File: config.mk
export PLATFORM = sky130hd
export DESIGN_NAME = bmsf_div
export DESIGN_NICKNAME = d
export VERILOG_FILES = /design/src/sv/bmsf_pkg.sv /design/src/sv/bmsf_div.sv
export SDC_FILE = /design/constraint.sdc
export NUM_CORES = 1
export LEC_CHECK = 0
export ABC_AREA = 0
export BUFFER_PORTS_ARGS = -buffer_cell sky130_fd_sc_hd__buf_2
export CAP_MARGIN = 10
export CELL_PAD_IN_SITES_DETAIL_PLACEMENT = 0
export CELL_PAD_IN_SITES_GLOBAL_PLACEMENT = 1
export CORE_ASPECT_RATIO = 1.5
export CORE_UTILIZATION = 37
export DETAILED_ROUTE_END_ITERATION = 16
export PLACE_DENSITY_LB_ADDON = 0.1
export REMOVE_ABC_BUFFERS = 1
export SETUP_SLACK_MARGIN = 0.02
export SLEW_MARGIN = 20
export SYNTH_ARGS = -nofsm -noshare
export SYNTH_HDL_FRONTEND = slang
export SYNTH_SLANG_ARGS = --single-unit
File: constraint.sdc
create_clock -name clk_i -period 3.13 [get_ports clk_i]
set_input_delay 0.313 -clock clk_i [delete_from_list [all_inputs] [get_ports clk_i]]
set_output_delay 0.313 -clock clk_i [all_outputs]
set_load 0.005 [all_outputs]
File: src/sv/bmsf_pkg.sv
`default_nettype none
package bmsf_pkg;

  localparam int AREA_W = 28;
  localparam int MOM_W  = 38;
  localparam int CM_W   = 46;
  localparam int XY_W   = 47;
  localparam int OP_W   = 48;
  localparam int HALF_W = 24;
  localparam int SQ_W   = 96;
  localparam int Z_W    = 34;
  localparam int CRD_W  = 64;
  localparam int MX_W   = 60;
  localparam int ECC_W  = 16;
  localparam int Q15_W  = 15;
  localparam int CFG_W  = 32;
  localparam int ADDR_W = 3;

  localparam int CORDIC_STEPS = 31;
  localparam int DIV_STEPS    = MOM_W;

  localparam longint HALF_PI_Q30    = 64'sd1686629713;
  localparam longint QUARTER_PI_Q30 = 64'sd843314857;

  localparam logic [ECC_W-1:0] ECC_ONE = 16'd16384;

  localparam logic [AREA_W-1:0] MIN_AREA_RST = 28'd70000;
  localparam logic [AREA_W-1:0] MAX_AREA_RST = 28'd50000000;

  localparam logic REG_MIN_AREA = 1'b0;
  localparam logic REG_MAX_AREA = 1'b1;

  // Arctangent of 2^-i in Q30 radians.
  function automatic logic signed [Z_W-1:0] atan_step(input logic [4:0] i);
    logic signed [Z_W-1:0] r;
    unique case (i)
      5'd0: r = 34'sd843314857;
      5'd1: r = 34'sd497837829;
      5'd2: r = 34'sd263043837;
      5'd3: r = 34'sd133525159;
      5'd4: r = 34'sd67021687;
      5'd5: r = 34'sd33543516;
      5'd6: r = 34'sd16775851;
      5'd7: r = 34'sd8388437;
      5'd8: r = 34'sd4194283;
      5'd9: r = 34'sd2097149;
      default: r = 34'sd1 <<< (5'd30 - i);
    endcase
    return r;
  endfunction

endpackage
`default_nettype wire

File: src/sv/bmsf_div.sv
`default_nettype none
// Restoring divider, one quotient bit per cycle.
module bmsf_div (
  input  wire logic                          clk_i,
  input  wire logic                          rst_ni,
  input  wire logic                          start_i,
  input  wire logic [bmsf_pkg::MOM_W-1:0]    dividend_i,
  input  wire logic [bmsf_pkg::AREA_W-1:0]   divisor_i,
  output logic                               done_o,
  output logic [bmsf_pkg::MOM_W-1:0]         quotient_o
);

  logic                          busy_q;
  logic                          done_q;
  logic [5:0]                    cnt_q;
  logic [bmsf_pkg::AREA_W-1:0]   rem_q;
  logic [bmsf_pkg::MOM_W-1:0]    num_q;
  logic [bmsf_pkg::AREA_W:0]     rem_sh;
  logic [bmsf_pkg::AREA_W:0]     rem_sub;
  logic                          ge;

  assign rem_sh  = {rem_q, num_q[bmsf_pkg::MOM_W-1]};
  assign rem_sub = rem_sh - {1'b0, divisor_i};
  assign ge      = (rem_sh >= {1'b0, divisor_i});

  always_ff @(posedge clk_i or negedge rst_ni) begin
    if (!rst_ni) begin
      busy_q <= 1'b0;
      done_q <= 1'b0;
      cnt_q  <= '0;
      rem_q  <= '0;
      num_q  <= '0;
    end else begin
      done_q <= 1'b0;
      if (start_i) begin
        busy_q <= 1'b1;
        cnt_q  <= '0;
        rem_q  <= '0;
        num_q  <= dividend_i;
      end else if (busy_q) begin
        rem_q <= ge ? rem_sub[bmsf_pkg::AREA_W-1:0] : rem_sh[bmsf_pkg::AREA_W-1:0];
        num_q <= {num_q[bmsf_pkg::MOM_W-2:0], ge};
        cnt_q <= cnt_q + 6'd1;
        if (cnt_q == 6'(bmsf_pkg::DIV_STEPS - 1)) begin
          busy_q <= 1'b0;
          done_q <= 1'b1;
        end
      end
    end
  end

  assign done_o     = done_q;
  assign quotient_o = num_q;

endmodule
`default_nettype wire

# --- Yosys cells after proc, flatten, opt, wreduce, memory -nomap -nowiden ---
# Index checks and enable logic that the tools add are counted.
word_totals:
  regBits: 74
  output_inout_bits: 39
  wordCells: 23
classes:
  n_mux: 13
  addsub: 2
  n_eq_ne: 1
  magnitude_cmp: 1
  reduce_logical: 1
op_table:
  columns: ["operator", "count"]
  rows:
  - ["$mux 28", 3]
  - ["$mux 38", 2]
  - ["$ge 29x28->1", 1]
  - ["$sub 28x28->28", 1]
  - ["$mux 6", 2]
  - ["$add 6x1->6 const B", 1]
  - ["$eq 6x6->1 const B", 1]
  - ["$mux 1", 6]
  - ["$reduce_bool 2->1", 1]

# --- Longest topological paths before layout ---
# Gate-level depths: netlist (run 1).
depth:
  ltp_word: 4
  mapped_depth: 14
  ltp_nobuf: 11

# --- Worst setup path after synthesis (run 1) ---
# No wires, ideal clock.
synth_path:
  path_type: "reg-to-reg"
  start: "reg rem_q[12] (netlist bit)"
  end: "reg rem_q[24] (netlist bit)"
  setup_time_ps: 131
  path_slack_ps: 195
  stages_incl_launch_ff: 13
  path_buffers: 4
  period_less_slack_ps: 2935
  t_arrival_ps: 2804
  path_cell_list: "dfrtp_1 -> ha_1 -> clkbuf_1 -> and4_1 -> nor3_1 -> or3_1 -> or4b_1 -> buf_2 -> and2_4 -> buf_2 -> buf_6 -> a41oi_1 -> o21ai_0"
synth_via:
  elab_chain_len: 4
  elab_cells_between_ends: 5
  cone_classes: "1 x add/sub; 1 x order compare; 3 x mux"
synth_lines:
  columns: ["item", "line_no", "text"]
  rows:
  - ["start, declared", "bmsf_div.sv:16", "logic [bmsf_pkg::AREA_W-1:0] rem_q;"]
  - ["start signal, assigned", "bmsf_div.sv:41", "rem_q <= ge ? rem_sub[bmsf_pkg::AREA_W-1:0] : rem_sh[bmsf_pkg::AREA_W-1:0];"]
  - ["$sub 28x28->28 or $ge 29x28->1 (tied branches)", "bmsf_div.sv:23, bmsf_div.sv:24", null]
  - ["$mux 28 (*)", "bmsf_div.sv:41", null]
  - ["$mux 28 (*)", "bmsf_div.sv:40", "end else if (busy_q) begin"]
  - ["$mux 28 (*)", "bmsf_div.sv:35", "if (start_i) begin"]
# Every way passes the cells marked *; elsewhere a longest branch is shown, timed or not. The select of a mux whose other input is x is not followed.
# A chain may end at the register's enable or synchronous reset.

# --- Final worst setup path (run 1) ---
layout_path:
  start: "reg rem_q[18] (netlist bit)"
  end: "reg rem_q[25] (netlist bit)"
# The elaborated chain is that of the path after synthesis.

==> metrics.yaml, run 1 <==
crit_path_end_kind: "register"
instances_no_fill: 873
syn_inst: 600
syn_area_per_cell_um2: 8.43
drt_iter0_markers: 194
crit_arrival_ps: 3220
rows: 52
power_mw: 3.81
syn_area_um2: 5060
dpl_cell_area_um2: 5820
worst_pin_slew_ps: 716
n_fill_cell: 1417
cp_max_fo: 7
placedCellCount: 853
grt_overflow_total: 0
final_core_util_pct: 46.5
r2r_cells: 9
slew-limit-headroom_pct: 52.3
powerDensity_nw_per_um2: 611
multi_input_area_um2: 2960
place_ws_ps: 71.7
post-route-min-period_ps: 2970
fin_nets: 806
place.port_buffers: 107
cts.path.max_buffers: 2
ff_latch_area_um2: 1860
hold_path_class: "input port to asynchronous set/reset pin"
wl_um: 13500
design_area_um2: 6240
grt_pass1_wl_um: 23100
worstPathRequired_ps: 3380
fin_crit_sh_pct: 95.0
finalSetupViolCount: 0
maxCapViolCount: 0
synth_commonest_cells: "97 x nand2_1, 74 x dfrtp_1, 55 x o21ai_0"
failed_checks: "hold timing"
hold_viol: 8
skew_ps: 9.78
drive_above_1_share_pct: 22.6
yosysMostFrequentCell: "nand2_1"
synthTopCellsByArea: "dfrtp_1 37%, mux2i_1 7.7%, ha_1 7.4%"
ys_types: 53
rrSetupSlack_ps: 160
cts_hold_buffers: 0
cts-root-buf: "clkbuf_16"
ys_seq_area_share_pct: 36.6
cts_tree: "yes"
fin_ws_ps: 157
cts.sinks: 74
grt_pass1_vias: 4799
fp.coreArea_um2: 13400
synth_edf_count: 0
synth.largest_area_cell: "dfrtp_1"
synth.top_cell.area_share_pct: 36.6
drtAntennaViolNets: 0
grt_max_degree: 75
vias: 4649
dp_hpwl_um: 9950
slew_viol_final: 0
die_w_um: 97.5
avgViaCountPerCell: 5.33
start_kind: "register"
initial_core_util_pct: 37.7
async_flop_share_pct: 100
status: "finished, violations left"
setup_tns_ps: 0
timing.fmax_ghz: 0.336
gp_congestion: 0.815
holdWs_ps: -11.9
rsz0062_at_grt: "yes"
firstDrtPassIters: 4
ioPinCount: 108
power_leakage_nw: 3.30
ys_ff_latch: 74
clk_pin_slew_ps: 70
cts_max_level: 3
r2r_end: "rem_q[25]"
die_y_um: 145
r2r-start: "rem_q[18]"
antenna_cells: 0
wire_per_inst_um: 15.5
antenna_found_initial: 0
die_area_um2: 14200
syn_to_final_growth_pct: 23.3
synthFlopType: "dfrtp_1"
crit_type: "register to register"
cts_buffers: 9
synth_warnings: 0
clk_latency_ps: 340
route.detailed.drc: 0
gr-usage-all-layers_pct: 20.2
vdd_drop_max_mv: 0.271
[state kept, by name, summed over array words and instances, names as in the netlist]
register    flops
rem_q          28
done_o          1
busy_q          1
quotient_o     38
cnt_q           6
[cell families after synthesis]
family	count (synthesis)	share of synthesized area, %
simple gates	190	16.5
compound gates	165	21.1
buf+inv	77	6.04
flops	74	36.6
mux	39	7.72
fa+ha+maj	31	7.82
xor+xnor	24	4.16
[power breakdown]
group          switching, mW  internal, mW  total (mW)
logic                  0.799         0.636        1.44
registers              0.120          1.09        1.21
clock network          0.454         0.711        1.16
[how the worst max path moves through the flow]
stage                        from        end  slack (ps)  cells past startpoint
finish                  rem_q[18]  rem_q[25]         160                      9
global route            rem_q[15]  rem_q[25]          -4                      9
CTS                     rem_q[21]   rem_q[9]         100                     10
detailed placement  divisor_i[22]   rem_q[9]          70                     12
global placement    divisor_i[20]  rem_q[25]         130                     11
floorplan                  busy_q   cnt_q[5]        -280                      3
[critical path: stages, from the launching register on]
cell and delay (ps):
dfrtp_1 400, ha_1 320, nand2_2 130, o21ai_4 190, a21oi_1 80, or3_1 400
or4b_1 500, and2_4 210, or3b_1 390, a311oi_2 260
[final cells by class]
cell class / instances / area share, %
well taps: 162 / 3.25
clock buffers: 10 / 3.67
clock inverters: 6 / 1.54
inverters: 40 / 2.41
repair buffers: 132 / 11.9
flip-flops and latches: 74 / 29.7
multi-input cells: 449 / 47.5
[cells in the final DEF (no fill, tap or decap), types with 4 or more instances in the layout]
cell,count
a41oi_1,4
a21boi_0,5
buf_4,24
inv_1,40
a31oi_1,5
xor2_1,11
buf_2,106
nor2_1,43
nand3_1,7
mux2i_1,39
a311oi_1,19
xnor2_1,13
a21oi_1,37
nand2_1,97
nand4_1,8
nor3_1,7
a211oi_1,5
clkbuf_16,9
a21o_1,11
ha_1,27
o21ai_0,55
dfrtp_1,73
or3_1,6
[routing by layer]
layer | part of all wire, % | track usage, % | vias to the layer above
li1 | - | - | 2326
met1 | 40 | 22.3 | 2210
met2 | 54 | 37.9 | 97
met3 | 3.6 | 4.19 | 16
met4 | 1.8 | 6.62 | 0
met5 | 0 | 0 | -
[repair_timing]
action | CTS | global route
setup endpoints to repair | 0 | 26
resized for setup | 0 | 9
endpoints found under the hold margin | 0 | 0
buffers inserted | 0 | 4
(Power assumes the default switching activity.)
==> run 2, diff against run 1 <==
BUFFER_PORTS_ARGS = unset   (was -buffer_cell sky130_fd_sc_hd__buf_2)
CORE_UTILIZATION = 43   (was 37)
DONT_BUFFER_PORTS = 1   (was unset)
==> run 2 against run 1 <==
Against the previous run:
- the run now ends clean
- critical path depth stayed put
- register-to-register slack worse by 30 ps
- via count is 10% lower
- cell area shrank 8.6%
- largest cell class unchanged
==> metrics.yaml, run 2 (synthesis results as in run 1) <==
status: "complete, no violations"
antenna_found_initial: 0  # unchanged
ioPinCount: 108  # unchanged
clockPowerShare_pct: 33.8  # +3.3 points
rrSetupSlack_ps: 130  # -30 ps
switchingPower_mw: 1.30  # -5.4%
powerDensity_nw_per_um2: 669  # +9.6%
dr_wl_met2_um: 6790  # -7.6%
cts_buffers: 9  # unchanged
p_seq_share_pct: 32.1  # +0.3 points
crit_type: "register to register"
power_mw: 3.82  # +0.17%
route.detailed.drc: 0  # unchanged
avgViaCountPerCell: 5.62  # +5.6%
initial_core_util_pct: 44.1  # +6.4 points
power_leakage_nw: 2.85  # -14%
final_core_util_pct: 49.7  # +3.2 points
wl_met1_um: 5020  # -7.8%
timing.fmax_ghz: 0.333  # -0.96%
fp.coreArea_um2: 11500  # -14%
combPwrFrac_pct: 34.1  # -3.6 points
grt_pass1_wl_um: 20800  # -10%
cts-root-buf: "clkbuf_16"
hold_depth: 1
p_int_mw: 2.52  # +3.3%
grt_max_degree: 112  # +49%
skew_ps: 7.22  # -2.57 ps
setup_tns_ps: 0  # unchanged
gr-usage-all-layers_pct: 21.4  # +1.2 points
largest_reg_flops: 38  # unchanged
finalSetupViolCount: 0  # unchanged
syn_to_final_growth_pct: 12.7
place_ws_ps: 40.2  # -31.5 ps
hold_viol: 0  # -8
cts.sinks: 74  # unchanged
fin_crit_sh_pct: 95.9  # +0.92 points
r2r-start: "rem_q[13]"
start_kind: "register"
hold_end: "cnt_q[4]"
cts_tree: "yes"
met3_length_um: 568  # +16%
antenna_cells: 0  # unchanged
worst_pin_slew_ps: 664  # -51.5 ps
top_layer: "met4"
vdd_drop_max_mv: 0.291  # +7.2%
gp_congestion: 0.885  # +8.6%
cts.path.max_buffers: 2  # unchanged
mostFrequentLayoutCells: "97 x nand2_1, 73 x dfrtp_1, 55 x o21ai_0"
die_w_um: 90.6  # -7.1%
drtAntennaViolNets: 0  # unchanged
layout_commonest_cell: "nand2_1"
rows: 48  # -7.7%
drive_above_1_share_pct: 8.08  # -15 points
hold_path_class: "input port to register"
worstPathRequired_ps: 3370  # about the same
maxCapViolCount: 0  # unchanged
grt_pass1_vias: 4293  # -11%
slew_viol_final: 0  # unchanged
die_y_um: 135  # -7.1%
grt_overflow_total: 0  # unchanged
hold_start: "start_i"
cts_setup_buffers: 0  # unchanged
die_area_um2: 12200  # -14%
p_sw_share_pct: 34.0  # -2.0 points
clk_pin_slew_ps: 60  # about the same
wl_um: 12600  # -6.6%
fin_ws_ps: 129  # -28.9 ps
r2r_end: "rem_q[25]"
r2r_cells: 9  # unchanged
slew-limit-headroom_pct: 55.7  # +3.4 points
clk_latency_ps: 340  # about the same
crit_arrival_ps: 3240  # +20 ps
fin_nets: 689  # -15%
firstDrtPassIters: 4  # unchanged
drt_iter0_markers: 153  # -21%
post-route-min-period_ps: 3000  # +28.9 ps
cp_max_fo: 8  # +1
rsz0062_at_grt: "no"
cts_max_level: 3  # unchanged
crit_path_end_kind: "register"
place.port_buffers: 0  # -100%
dp_hpwl_um: 8910  # -10%
vias: 4182  # -10%
wire_per_inst_um: 17.0  # +9.5%
-- run 2: power by group through the flow --
stage | Sequential (mW) | Clock (mW) | Combinational [mW]
floorplan | 1.20 | 0 | 0.906
global placement | 1.24 | 0 | 1.23
detailed placement | 1.24 | 0 | 1.24
CTS | 1.22 | 1.31 | 1.27
global route | 1.25 | 1.35 | 1.45
finish | 1.23 | 1.29 | 1.30
-- run 2: area by class of cell --
class                   count  area [um2]
clock inverters             6         138
flip-flops and latches     74        1860
clock buffers              10         229
repair buffers             15         164
inverters                  40         150
well taps                 150         188
fillers                  1108        5770
multi-input cells         449        2980
-- run 2: metrics by stage --
stage	hold slack, ps	cells	instance area [um2]
5_1_grt	30.3	744	5700
3_3_place_gp	19.8	726	5220
3_5_place_dp	20.5	726	5220
4_1_cts	31.9	744	5620
6_report	41.7	744	5700
2_1_floorplan	17.4	563	4900
-- run 2: worst max-delay path by stage --
stage                           end  cells after the start      start  slack [ps]
after floorplan            cnt_q[5]                      3     busy_q        -280
after global placement    rem_q[25]                      9   rem_q[3]         110
after detailed placement  rem_q[19]                     11   rem_q[3]          40
after CTS                 rem_q[25]                      9   rem_q[3]          30
after global routing       rem_q[2]                     11   rem_q[0]          10
final                     rem_q[25]                      9  rem_q[13]         130
-- run 2: per-layer routing --
layer | track usage (%) | vias up
met2 | 39.9 | 98
met5 | 0 | -
met1 | 23.0 | 1978
met3 | 5.41 | 17
li1 | - | 2089
met4 | 7.97 | 0
-- run 2: timing repair --
item | in CTS | in global routing
hold buffers | 2 | 0
hold endpoints to repair | 74 | 0
endpoints found under the setup margin | 0 | 23
gates resized for setup | 0 | 14
-- run 2: critical path, cell delays in order, from the launching register on --
cell	delay, ps
dfrtp_1	400
ha_2	420
a21oi_1	120
o21ai_2	190
nor3_1	70
or3_1	340
or4b_1	510
and2_4	210
or3b_1	400
a311oi_2	250
==> run 3, diff against run 2 <==
CTS_BUF_LIST = sky130_fd_sc_hd__clkbuf_4 sky130_fd_sc_hd__clkbuf_8 sky130_fd_sc_hd__clkbuf_16   (was unset)
==> run 3 against run 2 <==
Against the previous run:
- final cell count unchanged
- non-clock buffer count unchanged
- sequential share of layout area about the same
- core utilization is essentially flat
- sequential cell count unchanged
- count of clock-buffer cells in the layout is the same
- critical endpoint unchanged
- cell area hardly changed
- largest power group unchanged
==> metrics.yaml, run 3 (synthesis results as in run 1) <==
status: "complete, no violations"
layout_commonest_cell: "nand2_1"
grt_pass1_vias: 4293  # unchanged
worst_pin_slew_ps: 664  # -0.371 ps
avgViaCountPerCell: 5.62  # about the same
cts_max_level: 3  # unchanged
hold_viol: 0  # unchanged
wl_um: 12600  # unchanged
post-route-min-period_ps: 3000  # -0.454 ps
slew_viol_final: 0  # unchanged
final_core_util_pct: 49.7  # about the same
crit_path_end_kind: "register"
place_ws_ps: 40.2  # unchanged
grt_max_degree: 112  # unchanged
ioPinCount: 108  # unchanged
holdWs_ps: 41.5  # -0.127 ps
gr-usage-all-layers_pct: 21.4  # unchanged
vdd_drop_max_mv: 0.291  # about the same
cts_setup_buffers: 0  # unchanged
skew_ps: 7.22  # +0.000250 ps
largest_reg_flops: 38  # unchanged
finalSetupViolCount: 0  # unchanged
drive_above_1_share_pct: 8.25  # +0.17 points
syn_to_final_growth_pct: 12.8  # about the same
cts-root-buf: "clkbuf_16"
cts.path.max_buffers: 2  # unchanged
cts.sinks: 74  # unchanged
fin_nets: 689  # unchanged
place.port_buffers: 0  # unchanged
clk_latency_ps: 340  # about the same
gp_congestion: 0.885  # unchanged
design_area_um2: 5710  # about the same
setup_tns_ps: 0  # unchanged
power_mw: 3.83  # +0.22%
dpl_cell_area_um2: 5220  # unchanged
placedCellCount: 726  # unchanged
die_y_um: 135  # unchanged
firstDrtPassIters: 4  # unchanged
wire_per_inst_um: 17.0  # unchanged
dp_hpwl_um: 8910  # unchanged
rsz0062_at_grt: "no"
power_leakage_nw: 2.86  # +0.12%
initial_core_util_pct: 44.1  # unchanged
antenna_cells: 0  # unchanged
grt_pass1_wl_um: 20800  # unchanged
vias: 4184  # +0.048%
crit_arrival_ps: 3240  # about the same
instances_no_fill: 744  # unchanged
drt_iter0_markers: 153  # unchanged
worstPathRequired_ps: 3370  # about the same
maxCapViolCount: 0  # unchanged
crit_type: "register to register"
slew-limit-headroom_pct: 55.7  # about the same
cts_buffers: 9  # unchanged
die_w_um: 90.6  # unchanged
mostFrequentLayoutCells: "97 x nand2_1, 73 x dfrtp_1, 55 x o21ai_0"
antenna_found_initial: 0  # unchanged
cts_tree: "yes"
fin_crit_sh_pct: 95.9  # about the same
route.detailed.drc: 0  # unchanged
rows: 48  # unchanged
clk_pin_slew_ps: 60  # about the same
die_area_um2: 12200  # unchanged
fp.coreArea_um2: 11500  # unchanged
hold_path_class: "input port to register"
grt_overflow_total: 0  # unchanged
drtAntennaViolNets: 0  # unchanged
start_kind: "register"
cp_max_fo: 8  # unchanged
timing.fmax_ghz: 0.333  # about the same
powerDensity_nw_per_um2: 671  # +0.16%
fin_ws_ps: 129  # +0.454 ps
## run 3: worst max-delay path: stages, from the launching register on
cell and delay, ps:
dfrtp_1 400, ha_2 420, a21oi_1 120, o21ai_2 190, nor3_1 70, or3_1 340, or4b_1 510, and2_4 210
or3b_1 400, a311oi_2 250
## run 3: routing by layer
metal / wire length, um / track usage (%)
met5: 0 / 0
met4: 251 / 7.97
met3: 575 / 5.41
met2: 6790 / 39.9
met1: 5010 / 23.0
## run 3: area by class of cell
cell class                 instances  area (um2)
clock buffer                      10         233
clock inverter                     6         138
tap                              150         188
inverter                          40         150
multi-input combinational        449        2980
timing repair buffer              15         164
sequential                        74        1860
fill                            1109        5760
## run 3: final timing paths
path,slack (ps),depth (start not counted),endpoint,start
min in group asynchronous,520,2,rem_q[24],rst_ni
worst max register to register,130,9,rem_q[25],rem_q[13]
worst min register to register,530,1,rem_q[10],rem_q[9]
worst min-delay path,40,1,cnt_q[4],start_i
max in group asynchronous,2240,2,busy_q,rst_ni
worst max-delay path,130,9,rem_q[25],rem_q[13]
## run 3: repair_timing
action	4_1_cts	5_1_grt
endpoints found under the hold margin	74	0
resized for setup	0	14
hold buffers	2	0
setup endpoints to repair	0	23
## run 3: power breakdown
group          switching, mW  internal [mW]
registers              0.135           1.09
logic                  0.739          0.562
clock network          0.424          0.873
total                   1.30           2.53
